## config.mk

```make
export PLATFORM = sky130hd
export DESIGN_NAME = positional_pid_with_feedforward_flat
export DESIGN_NICKNAME = d
export VERILOG_FILES = /design/src/rtl/pidff_pkg.sv /design/src/rtl/pidff_if.sv /design/src/rtl/positional_pid_with_feedforward.sv /design/src/flat_wrapper.sv
export SDC_FILE = /design/constraint.sdc
export NUM_CORES = 2
export LEC_CHECK = 0
export ABC_CLOCK_PERIOD_IN_PS = 21200
export BUFFER_PORTS_ARGS = -buffer_cell sky130_fd_sc_hd__buf_2
export CAP_MARGIN = 20
export CORE_ASPECT_RATIO = 0.7
export CORE_UTILIZATION = 55
export CTS_BUF_LIST = sky130_fd_sc_hd__clkbuf_16
export CTS_CLUSTER_DIAMETER = 40
export DETAILED_ROUTE_END_ITERATION = 10
export GPL_TIMING_DRIVEN = 0
export PLACE_DENSITY = 0.71
export SLEW_MARGIN = 20
export SYNTH_ARGS = -nofsm -noshare
export SYNTH_HDL_FRONTEND = slang
export SYNTH_SLANG_ARGS = --single-unit
```

## constraint.sdc

```tcl
create_clock -name clk -period 21.2 [get_ports clk]
set_input_delay 2.12 -clock clk [delete_from_list [all_inputs] [get_ports clk]]
set_output_delay 2.12 -clock clk [all_outputs]
set_load 0.005 [all_outputs]
```

## src/rtl/pidff_pkg.sv

```systemverilog
`default_nettype none

package pidff_pkg;

    // Sample and fixed-point formats.
    localparam int ERROR_WIDTH = 16;
    localparam int FRAC_BITS   = 16;
    localparam int SMOOTH_BITS = 16;
    localparam int DRIVE_W     = 32;

    // Configuration channel formats.
    localparam int CFG_INDEX_W = 3;
    localparam int CFG_DATA_W  = 32;
    localparam int GAIN_W      = 32;
    localparam int SMOOTH_W    = SMOOTH_BITS + 1;
    localparam int LIMIT_W     = 31;

    // Register map.
    typedef enum logic [CFG_INDEX_W-1:0] {
        REG_PROP_GAIN       = 3'd0,
        REG_INTEG_GAIN      = 3'd1,
        REG_DERIV_GAIN      = 3'd2,
        REG_FEEDFWD_GAIN    = 3'd3,
        REG_DERIV_SMOOTHING = 3'd4,
        REG_INTEG_LIMIT     = 3'd5
    } cfg_index_t;

endpackage

`default_nettype wire

```

## src/rtl/pidff_if.sv

```systemverilog
`default_nettype none

// Error sample request channel.
interface pidff_in_if;
    import pidff_pkg::*;
    logic                          valid;
    logic                          ready;
    logic signed [ERROR_WIDTH-1:0] error_sample;

    modport source (output valid, output error_sample, input ready);
    modport sink   (input valid, input error_sample, output ready);
endinterface

// Controller output request channel.
interface pidff_out_if;
    import pidff_pkg::*;
    logic                      valid;
    logic                      ready;
    logic signed [DRIVE_W-1:0] drive;

    modport source (output valid, output drive, input ready);
    modport sink   (input valid, input drive, output ready);
endinterface

// Register write request channel.
interface pidff_cfg_if;
    import pidff_pkg::*;
    logic                   valid;
    logic                   ready;
    logic [CFG_INDEX_W-1:0] index;
    logic [CFG_DATA_W-1:0]  data;

    modport source (output valid, output index, output data, input ready);
    modport sink   (input valid, input index, input data, output ready);
endinterface

`default_nettype wire

```

## src/rtl/positional_pid_with_feedforward.sv

```systemverilog
`default_nettype none

// Positional PID controller with a low-pass filtered derivative and a
// feedforward term. Each error sample request produces one drive request.
// All products go through a single shared signed multiplier (33 bits by
// the filtered-difference width), which is used five times per sample
// under a small sequencer. A sample runs from acceptance to the drive value
// appearing in the output register through five multiply steps, one step
// to add the last product and one saturation step. The sequencer then
// returns to its idle state before it takes the next sample, so it takes
// no new sample until it is through with the last one. The sample channel
// is ready only while the sequencer is idle; a finished drive waits in the
// output register while the next sample is taken, and the sequencer holds
// in its last step only if an earlier drive is still unclaimed. Register
// writes are always accepted and must be issued while the controller is idle.
module positional_pid_with_feedforward (
    input  wire logic   clk,
    input  wire logic   rst_n,
    pidff_in_if.sink    sample,
    pidff_out_if.source result,
    pidff_cfg_if.sink   cfg
);
    import pidff_pkg::*;

    // Derived internal widths.
    localparam int FD_W      = ERROR_WIDTH + SMOOTH_BITS + 2;
    localparam int A_W       = GAIN_W + 1;
    localparam int B_W       = (FD_W > 32) ? FD_W : 32;
    localparam int P_W       = A_W + B_W;
    localparam int ACC_W     = P_W + SMOOTH_BITS + 2;
    localparam int OUT_SHIFT = FRAC_BITS + SMOOTH_BITS;
    localparam int SUM_W     = 33;

    localparam logic [SMOOTH_W-1:0]   SMOOTH_ONE = SMOOTH_W'(1) << SMOOTH_BITS;
    localparam logic signed [SUM_W-1:0] SUM_MAX = 33'sh0_7FFF_FFFF;
    localparam logic signed [SUM_W-1:0] SUM_MIN = 33'sh1_8000_0000;

    typedef enum logic [2:0] {
        ST_IDLE,
        ST_MUL_DA,
        ST_MUL_FW,
        ST_MUL_PF,
        ST_MUL_KI,
        ST_MUL_KD,
        ST_ACC_KD,
        ST_SATURATE
    } state_t;

    state_t state_reg;

    logic signed [GAIN_W-1:0]      prop_gain_reg;
    logic signed [GAIN_W-1:0]      integ_gain_reg;
    logic signed [GAIN_W-1:0]      deriv_gain_reg;
    logic signed [GAIN_W-1:0]      feedfwd_gain_reg;
    logic        [SMOOTH_W-1:0]    smoothing_reg;
    logic        [LIMIT_W-1:0]     integ_limit_reg;

    logic signed [ERROR_WIDTH-1:0] error_reg;
    logic signed [ERROR_WIDTH-1:0] last_error_reg;
    logic signed [FD_W-1:0]        filt_diff_reg;
    logic signed [FD_W-1:0]        filt_tmp_reg;
    logic signed [DRIVE_W-1:0]     integ_sum_reg;
    logic signed [P_W-1:0]         prod_reg;
    logic signed [ACC_W-1:0]       acc_reg;
    logic signed [DRIVE_W-1:0]     drive_reg;
    logic                          out_valid_reg;

    logic signed [A_W-1:0]         op_a;
    logic signed [B_W-1:0]         op_b;
    logic signed [P_W-1:0]         prod_next;
    logic signed [A_W-1:0]         diff;
    logic signed [A_W-1:0]         gain_pf;
    logic        [SMOOTH_W-1:0]    weight_old;
    logic signed [SUM_W-1:0]       sum_raw;
    logic signed [SUM_W-1:0]       sum_sat;
    logic signed [SUM_W-1:0]       sum_lim;
    logic signed [SUM_W-1:0]       sum_clamped;
    logic signed [DRIVE_W-1:0]     integ_next;
    logic signed [FD_W-1:0]        filt_next;
    logic signed [ACC_W-1:0]       prod_ext;
    logic signed [ACC_W-1:0]       prod_scaled;
    logic signed [ACC_W-1:0]       acc_next;
    logic        [ACC_W-OUT_SHIFT-32:0] acc_top;
    logic signed [DRIVE_W-1:0]     drive_next;
    logic                          sample_take;
    logic                          out_free;

    assign sample.ready = (state_reg == ST_IDLE);
    assign sample_take  = sample.valid && sample.ready;
    assign cfg.ready    = 1'b1;
    assign result.valid = out_valid_reg;
    assign result.drive = drive_reg;
    assign out_free     = !out_valid_reg || result.ready;

    // Register writes; smoothing above one is held at one.
    always_ff @(posedge clk or negedge rst_n)
    begin
        if (!rst_n)
        begin
            prop_gain_reg    <= '0;
            integ_gain_reg   <= '0;
            deriv_gain_reg   <= '0;
            feedfwd_gain_reg <= '0;
            smoothing_reg    <= SMOOTH_ONE;
            integ_limit_reg  <= '1;
        end
        else if (cfg.valid && cfg.ready)
        begin
            unique case (cfg_index_t'(cfg.index))
                REG_PROP_GAIN:       prop_gain_reg    <= signed'(cfg.data);
                REG_INTEG_GAIN:      integ_gain_reg   <= signed'(cfg.data);
                REG_DERIV_GAIN:      deriv_gain_reg   <= signed'(cfg.data);
                REG_FEEDFWD_GAIN:    feedfwd_gain_reg <= signed'(cfg.data);
                REG_DERIV_SMOOTHING:
                begin
                    if (cfg.data[SMOOTH_W-1:0] > SMOOTH_ONE)
                        smoothing_reg <= SMOOTH_ONE;
                    else
                        smoothing_reg <= cfg.data[SMOOTH_W-1:0];
                end
                REG_INTEG_LIMIT:     integ_limit_reg  <= cfg.data[LIMIT_W-1:0];
                default:             ;
            endcase
        end
    end

    // Operand terms. Proportional and feedforward share one product since
    // both scale the raw error.
    assign diff       = A_W'(error_reg) - A_W'(last_error_reg);
    assign gain_pf    = A_W'(prop_gain_reg) + A_W'(feedfwd_gain_reg);
    assign weight_old = SMOOTH_ONE - smoothing_reg;

    // Operand selection for the shared multiplier.
    always_comb
    begin
        op_a = '0;
        op_b = '0;
        unique case (state_reg)
            ST_MUL_DA:
            begin
                op_a = diff;
                op_b = signed'(B_W'(smoothing_reg));
            end
            ST_MUL_FW:
            begin
                op_a = signed'(A_W'(weight_old));
                op_b = B_W'(filt_diff_reg);
            end
            ST_MUL_PF:
            begin
                op_a = gain_pf;
                op_b = B_W'(error_reg);
            end
            ST_MUL_KI:
            begin
                op_a = A_W'(integ_gain_reg);
                op_b = B_W'(integ_sum_reg);
            end
            ST_MUL_KD:
            begin
                op_a = A_W'(deriv_gain_reg);
                op_b = B_W'(filt_diff_reg);
            end
            default:
            begin
                op_a = '0;
                op_b = '0;
            end
        endcase
    end

    assign prod_next = P_W'(op_a) * P_W'(op_b);

    // Integral update: saturate to 32 bits, then clamp when the gain is set.
    always_comb
    begin
        sum_raw = SUM_W'(integ_sum_reg) + SUM_W'(error_reg);
        if (sum_raw > SUM_MAX)
            sum_sat = SUM_MAX;
        else if (sum_raw < SUM_MIN)
            sum_sat = SUM_MIN;
        else
            sum_sat = sum_raw;
        sum_lim     = signed'({2'b00, integ_limit_reg});
        sum_clamped = sum_sat;
        if (integ_gain_reg != '0)
        begin
            if (sum_sat > sum_lim)
                sum_clamped = sum_lim;
            else if (sum_sat < -sum_lim)
                sum_clamped = -sum_lim;
        end
        integ_next = sum_clamped[DRIVE_W-1:0];
    end

    // Filtered difference: new weighted difference plus the floored old share.
    assign filt_next = filt_tmp_reg + prod_reg[FD_W+SMOOTH_BITS-1:SMOOTH_BITS];

    // Accumulation of the output terms at the full product scale.
    assign prod_ext    = ACC_W'(prod_reg);
    assign prod_scaled = prod_ext <<< SMOOTH_BITS;

    always_comb
    begin
        unique case (state_reg)
            ST_MUL_KI: acc_next = prod_scaled;
            ST_MUL_KD: acc_next = acc_reg + prod_scaled;
            ST_ACC_KD: acc_next = acc_reg + prod_ext;
            default:   acc_next = acc_reg;
        endcase
    end

    // Output saturation: the integer part fits when the bits above it
    // all match the sign.
    assign acc_top = acc_reg[ACC_W-1:OUT_SHIFT+31];

    always_comb
    begin
        if ((&acc_top) || !(|acc_top))
            drive_next = acc_reg[OUT_SHIFT+DRIVE_W-1:OUT_SHIFT];
        else if (acc_reg[ACC_W-1])
            drive_next = {1'b1, {(DRIVE_W-1){1'b0}}};
        else
            drive_next = {1'b0, {(DRIVE_W-1){1'b1}}};
    end

    // Sequencer, controller state and output register.
    always_ff @(posedge clk or negedge rst_n)
    begin
        if (!rst_n)
        begin
            state_reg      <= ST_IDLE;
            error_reg      <= '0;
            last_error_reg <= '0;
            filt_diff_reg  <= '0;
            filt_tmp_reg   <= '0;
            integ_sum_reg  <= '0;
            prod_reg       <= '0;
            acc_reg        <= '0;
            drive_reg      <= '0;
            out_valid_reg  <= 1'b0;
        end
        else
        begin
            // A new drive takes the output register; otherwise a claimed one leaves.
            if (state_reg == ST_SATURATE && out_free)
                out_valid_reg <= 1'b1;
            else if (result.valid && result.ready)
                out_valid_reg <= 1'b0;

            prod_reg <= prod_next;
            acc_reg  <= acc_next;

            unique case (state_reg)
                ST_IDLE:
                begin
                    if (sample_take)
                    begin
                        error_reg <= sample.error_sample;
                        state_reg <= ST_MUL_DA;
                    end
                end
                ST_MUL_DA:
                begin
                    integ_sum_reg  <= integ_next;
                    last_error_reg <= error_reg;
                    state_reg      <= ST_MUL_FW;
                end
                ST_MUL_FW:
                begin
                    filt_tmp_reg <= prod_reg[FD_W-1:0];
                    state_reg    <= ST_MUL_PF;
                end
                ST_MUL_PF:
                begin
                    filt_diff_reg <= filt_next;
                    state_reg     <= ST_MUL_KI;
                end
                ST_MUL_KI:
                begin
                    state_reg <= ST_MUL_KD;
                end
                ST_MUL_KD:
                begin
                    state_reg <= ST_ACC_KD;
                end
                ST_ACC_KD:
                begin
                    state_reg <= ST_SATURATE;
                end
                ST_SATURATE:
                begin
                    if (out_free)
                    begin
                        drive_reg <= drive_next;
                        state_reg <= ST_IDLE;
                    end
                end
                default:
                begin
                    state_reg <= ST_IDLE;
                end
            endcase
        end
    end

endmodule

`default_nettype wire
```

## src/flat_wrapper.sv

```systemverilog
// flat-port wrapper written by rule: the top's interface ports become plain ports
module positional_pid_with_feedforward_flat import pidff_pkg::*;
  (clk, rst_n, sample_valid, sample_error_sample, sample_ready, result_valid, result_drive, result_ready, cfg_valid, cfg_index, cfg_data, cfg_ready);
  pidff_in_if sample_i ();
  pidff_out_if result_i ();
  pidff_cfg_if cfg_i ();
  input  wire logic clk;
  input  wire logic rst_n;
  input wire logic [$bits(sample_i.valid)-1:0] sample_valid;
  input wire logic [$bits(sample_i.error_sample)-1:0] sample_error_sample;
  output wire logic [$bits(sample_i.ready)-1:0] sample_ready;
  output wire logic [$bits(result_i.valid)-1:0] result_valid;
  output wire logic [$bits(result_i.drive)-1:0] result_drive;
  input wire logic [$bits(result_i.ready)-1:0] result_ready;
  input wire logic [$bits(cfg_i.valid)-1:0] cfg_valid;
  input wire logic [$bits(cfg_i.index)-1:0] cfg_index;
  input wire logic [$bits(cfg_i.data)-1:0] cfg_data;
  output wire logic [$bits(cfg_i.ready)-1:0] cfg_ready;
  assign sample_i.valid = sample_valid;
  assign sample_i.error_sample = sample_error_sample;
  assign sample_ready = sample_i.ready;
  assign result_valid = result_i.valid;
  assign result_drive = result_i.drive;
  assign result_i.ready = result_ready;
  assign cfg_i.valid = cfg_valid;
  assign cfg_i.index = cfg_index;
  assign cfg_i.data = cfg_data;
  assign cfg_ready = cfg_i.ready;
  positional_pid_with_feedforward u_core (.clk(clk), .rst_n(rst_n), .sample(sample_i), .result(result_i), .cfg(cfg_i));
endmodule
```

# After elaboration in Yosys (flattened, before gate mapping)
# Index checks and enable logic that the tools add are counted.
# classes
n_eq_ne,14
n_mul,1
reduce_logical,24
div,0
shift,0
n_lt_le_gt_ge,5
mux,16
add_sub_neg,8
bitwise_logic,0
# op_table
cell,n
$pmux 85 s3,1
$pmux 33 s5,1
$mux 32,5
$pmux 34 s4,1
$add 85x67->85,1
$add 85x83->85,1
$mul 33x34->67,1
$mux 33,2
$add 34x34->34,1
$add 32x16->33,1
$add 32x32->33,1
$gt 33x32->1,1
$gt 33x32->1 const B,1
$lt 33x32->1 const B,1
$lt 33x33->1,1
$neg 31->33,1
$reduce_bool 32->1,1
$pmux 3 s8,1
$reduce_and 22->1,1
$reduce_or 22->1,1
$eq 3x3->1 const B,6
$reduce_and 2->1,9
$gt 17x17->1 const B,1
$mux 17,1
other kinds (15),26
# totals
mem_bits_rw,0
reg_bits,496
out_inout_bits,35
n_memories,0
latch_bits,0
inputBits,56
elab_cells,84
mem_bits_ro,0

# Depth between registers and ports, before layout
# logic_depth
depth_word,8
depth_mapped,46
depth_no_buf,44

# Worst setup path after synthesis
# OpenSTA, ideal clock, no wires.
# synth_path
path_type,flip-flop to flip-flop
from,reg u_core.error_reg[0]
to,reg u_core.prod_reg[63]
stages_incl_launch_ff,42
setup_ns,0.139
t_arrival_ns,10.123
slack_ns,10.938
required_time_ns,21.061
path_buffers,3
cell_sequence,dfrtp_1 -> inv_1 -> ha_1 -> inv_1 -> fa_1 -> a21o_1 -> a21o_1 -> a21o_1 -> a21o_1 -> a21oi_1 -> o21ai_1 -> a2111oi_2 -> o311ai_1 -> a21oi_2 -> nand2b_1 -> clkbuf_1 -> clkbuf_1 -> nand2_1 -> [6 not listed] -> fa_1 -> fa_1 -> fa_1 -> fa_1 -> inv_1 -> fa_1 -> inv_1 -> ha_1 -> clkbuf_1 -> and3_1 -> nor2b_1 -> nand3_1 -> a2111oi_2 -> o31a_1 -> a32oi_1 -> o211ai_1 -> a21oi_1 -> or4_1
# synth_via
elab_chain_cells,3
# synth_lines
item,line,rtl
from (decl),positional_pid_with_feedforward.sv:58,logic signed [ERROR_WIDTH-1:0] error_reg;
from (signal assigned),positional_pid_with_feedforward.sv:259,error_reg <= sample.error_sample;
$sub 16x16->17,positional_pid_with_feedforward.sv:129,assign diff = A_W'(error_reg) - A_W'(last_error_reg);
$pmux 33 s5,positional_pid_with_feedforward.sv:138,unique case (state_reg)
$mul 33x34->67 (*),positional_pid_with_feedforward.sv:172,assign prod_next = P_W'(op_a) * P_W'(op_b);
net u_core.prod_next[63],positional_pid_with_feedforward.sv:70,logic signed [P_W-1:0] prod_next;
to (signal assigned),positional_pid_with_feedforward.sv:251,prod_reg <= prod_next;
to (decl),positional_pid_with_feedforward.sv:63,logic signed [P_W-1:0] prod_reg;
# Mark *: on every way through the listed nets, which the timed path passes. The rest lies on a longest branch.
# A chain may end at the register's enable or synchronous reset.

# Worst setup path in the final report
# layout_path
from,reg u_core.state_reg[0]
to,reg u_core.prod_reg[66]
# layout_via
elab_chain_cells,4
# layout_lines
item,line,rtl
from (decl),positional_pid_with_feedforward.sv:49,state_t state_reg;
from (signal assigned),positional_pid_with_feedforward.sv:232,state_reg <= ST_IDLE;
from (signal assigned),positional_pid_with_feedforward.sv:260,state_reg <= ST_MUL_DA;
from (signal assigned),positional_pid_with_feedforward.sv:267,state_reg <= ST_MUL_FW;
$eq 3x2->1 or $eq 3x3->1 (tied branches),positional_pid_with_feedforward.sv:138,
$reduce_or 2->1 (no line),-,
$pmux 34 s4,positional_pid_with_feedforward.sv:138,
$mul 33x34->67 (*),positional_pid_with_feedforward.sv:172,
net u_core.prod_next[66],positional_pid_with_feedforward.sv:70,
# Marks and branches as above.

==> summary.md <==
| Metric | Value |
|---|---|
| Pin count of the biggest net entering global routing | `109` |
| Crit Path Class | `flip-flop to flip-flop` |
| DR vias/cell | `6.50` |
| Most frequent cell after synthesis | `nand2_1` |
| Slew HR | `0.0674` |
| Yosys top cell by area | `fa_1` |
| Async SR Flop Fraction | `1.00` |
| Yosys warning count | `0` |
| Iteration count of the initial detailed-routing pass | `10` |
| Largest register FFs | `85` |
| GRT overflow | `0` |
| Post-synth EDFFs | `0` |
| Final setup viols | `0` |
| NumNets Final | `10500` |
| Area grow syn2layout | `7.26%` |
| Cells after synthesis | `8540` |
| Vias in the first global route | `around 67000` |
| Routed wire length | `343000 um` |
| First-pass GRT wire length | `480000 um` |
| Clk root buf | `clkbuf_16` |
| GP Congestion | `roughly 1.1` |
| Crit-path leading delay family | `adder cells` |
| Clock sink count | `496` |
| Largest stage delay, worst path | `about 860 ps` |
| DRC Markers | `0` |
| Main flop type after synthesis | `dfrtp_1` |
| Area share of the largest cell type after synthesis | `0.311` |
| Status | `completed` |
| Postcts setup bufs | `0` |
| Die Y | `313 um` |
| Detail Placement HPWL | `approximately 280000 um` |
| Yosys cell types | `94` |
| Total Routing Usage GR | `0.487` |
| IO buf count | `89` |
| Largest cells by area after synthesis | `fa_1 (31%), dfrtp_1 (15%), ha_1 (9.1%)` |
| Wirelength per Cell | `32.2 um` |
| TritonCTS buffer count | `55` |
| Drt initial violations | `9967` |
| Mean Syn Cell Area | `roughly 8.9 sq um` |
| Post-synth net total | `10300` |
| Clock slew at reported path FFs | `roughly 60 ps` |
| Die X | `447 um` |
| Maxcap violations | `0` |
| Resized cells post-CTS | `0` |
| Yosys reg bits | `496` |
| Post-synth top cells | `nand2_1 (1402), inv_1 (1244), fa_1 (1182)` |
| Initial antenna violation count | `31` |
| Core Area | `137000 sq um` |
| Period Utilization, post-route | `0.675` |
| I/O pins | `91` |
| Synth Cell Area | `76200 sq um` |
| Bufs and invs on worst path | `8` |
| Max FO, Critical Path | `10` |
| Unrepaired setup endpoints after global routing | `false` |
| Minimum clock period | `approximately 14000 ps` |
| Worst Path Arrival | `14860 ps` |
| TritonCTS clock tree | `yes` |
| Initial core utilization | `0.558` |
| Antenna-violating nets left | `0` |
| Vias | `69300` |
| Die Area | `140000 sq um` |
| Crit path top cell by count | `fa_1` |
| Hold_ws | `478 ps` |
| Worst setup SP type | `flip-flop` |
| Final Hold Fails | `0` |
| # rows | `113` |
| Cts hold-fix bufs | `0` |
| WP data required | `21750 ps` |
| Placed cell count | `10500` |
| H-tree Lvls | `2` |
| Fin Setup TNS | `0 ps` |
| Bufs on Longest Clock Path | `3` |
| F_max | `69.9 MHz` |
| Clock skew | `32.6 ps` |
| Hold crit path type | `flip-flop to flip-flop` |
| Clock Latency Late Sink | `670 ps` |
| Actual slew at the worst max-slew pin | `1400 ps` |
| Final Max Slew Viols | `0` |
| Share of cells above drive strength 1 | `0.0658` |
| Final std cells w/o fill | `10600` |
| Nature of the critical path endpoint | `flip-flop` |
| Seq/Total Area, Yosys | `0.164` |
| CP max-delay cell | `nor2_1` |
-- tightest hold or removal path, delay by kind of cell (launching register included) --
| family | cells | cell delay (ps) |
|---|---|---|
| DFF | 1 | 330 |
| and+or+nand+nor | 1 | 40 |
| AOI/OAI and AO/OA | 1 | 60 |
-- routing by layer --
layer / GRT usage / routed length, um
met5: 0.0503 / 1690
met4: 0.204 / 18200
met3: 0.297 / 65200
met2: 0.597 / 122000
met1: 0.670 / 136000
-- worst paths after layout --
| path | from | end | slack [ps] | cells past startpoint |
|---|---|---|---|---|
| max | u_core.state_reg[0] | u_core.prod_reg[66] | 6890 | 31 |
| min | u_core.result.drive[29] | u_core.result.drive[29] | 480 | 2 |
| max in group asynchronous | rst_n | u_core.integ_limit_reg[18] | 17690 | 5 |
| min reg2reg | u_core.result.drive[29] | u_core.result.drive[29] | 480 | 2 |
| min in group asynchronous | rst_n | u_core.result.drive[5] | 1240 | 1 |
| max reg2reg | u_core.state_reg[0] | u_core.prod_reg[66] | 6890 | 31 |
-- layout by cell type (no fill, tap or decap), types with 28 or more instances in the layout --
| master | Yosys | routed |
|---|---|---|
| dfrtp_1 | 464 | 464 |
| a21oi_1 | 424 | 423 |
| a31oi_1 | 52 | 50 |
| nand2b_1 | 62 | 62 |
| o21bai_1 | 63 | 63 |
| and2_1 | 113 | 113 |
| o21ai_0 | 391 | 390 |
| nand3_1 | 78 | 77 |
| xnor2_1 | 245 | 245 |
| clkbuf_2 | 1 | 41 |
| o211ai_1 | 28 | 28 |
| a211oi_1 | 35 | 35 |
| a221oi_1 | 31 | 30 |
| fa_1 | 1182 | 1180 |
| mux2_2 | 180 | 180 |
| o221ai_1 | 35 | 30 |
| nor4_1 | 33 | 33 |
| nor2_1 | 382 | 381 |
| nand2_1 | 1402 | 1402 |
| nor3_1 | 69 | 69 |
| and3_1 | 49 | 49 |
| buf_1 | 33 | 32 |
| diode_2 | 0 | 37 |
| nor2b_1 | 57 | 57 |
| xor2_1 | 117 | 117 |
| inv_1 | 1244 | 1247 |
| a21o_1 | 242 | 242 |
| o21a_1 | 86 | 86 |
| buf_2 | 37 | 132 |
| clkbuf_16 | 0 | 55 |
| nand4_1 | 83 | 83 |
| a22o_1 | 37 | 37 |
| clkbuf_1 | 344 | 304 |
| dfstp_2 | 32 | 32 |
| ha_1 | 551 | 551 |
-- cell type report --
| class | count | area (sq um) |
|---|---|---|
| Antenna cell | 37 | 92.6 |
| Buffer | 420 | 1710 |
| Clock buffer | 55 | 1380 |
| Clock inverter | 47 | 538 |
| Fill cell | 11900 | 54900 |
| Inverter | 1244 | 4670 |
| Multi-Input combinational cell | 6380 | 57500 |
| Sequential cell | 496 | 12500 |
| Tap cell | 1840 | 2300 |
| Timing Repair Buffer | 129 | 1020 |
-- metrics by stage --
| step | utilization | setup WS (ps) | instance area, sq um |
|---|---|---|---|
| after floorplan | - | 10940 | 76200 |
| after global placement | 0.578 | 6580 | 78900 |
| after detailed placement | 0.583 | 7510 | 79600 |
| after CTS | 0.597 | 7450 | 81500 |
| after global routing | 0.598 | 6700 | 81600 |
| final | 0.598 | 6890 | 81700 |
-- cells by family after synthesis --
family,Yosys count,synth area share
fa+ha+maj,1733,0.401
mux,193,0.0283
compound gates,1661,0.142
other cells,1,0.0000492
xor+xnor,362,0.0416
buf+inv,1664,0.0830
simple gates,2430,0.140
flops,496,0.164
Power is left out: the tool's default activity adds up to more than one toggle a clock period on the data nets, which glitch-free logic cannot reach.
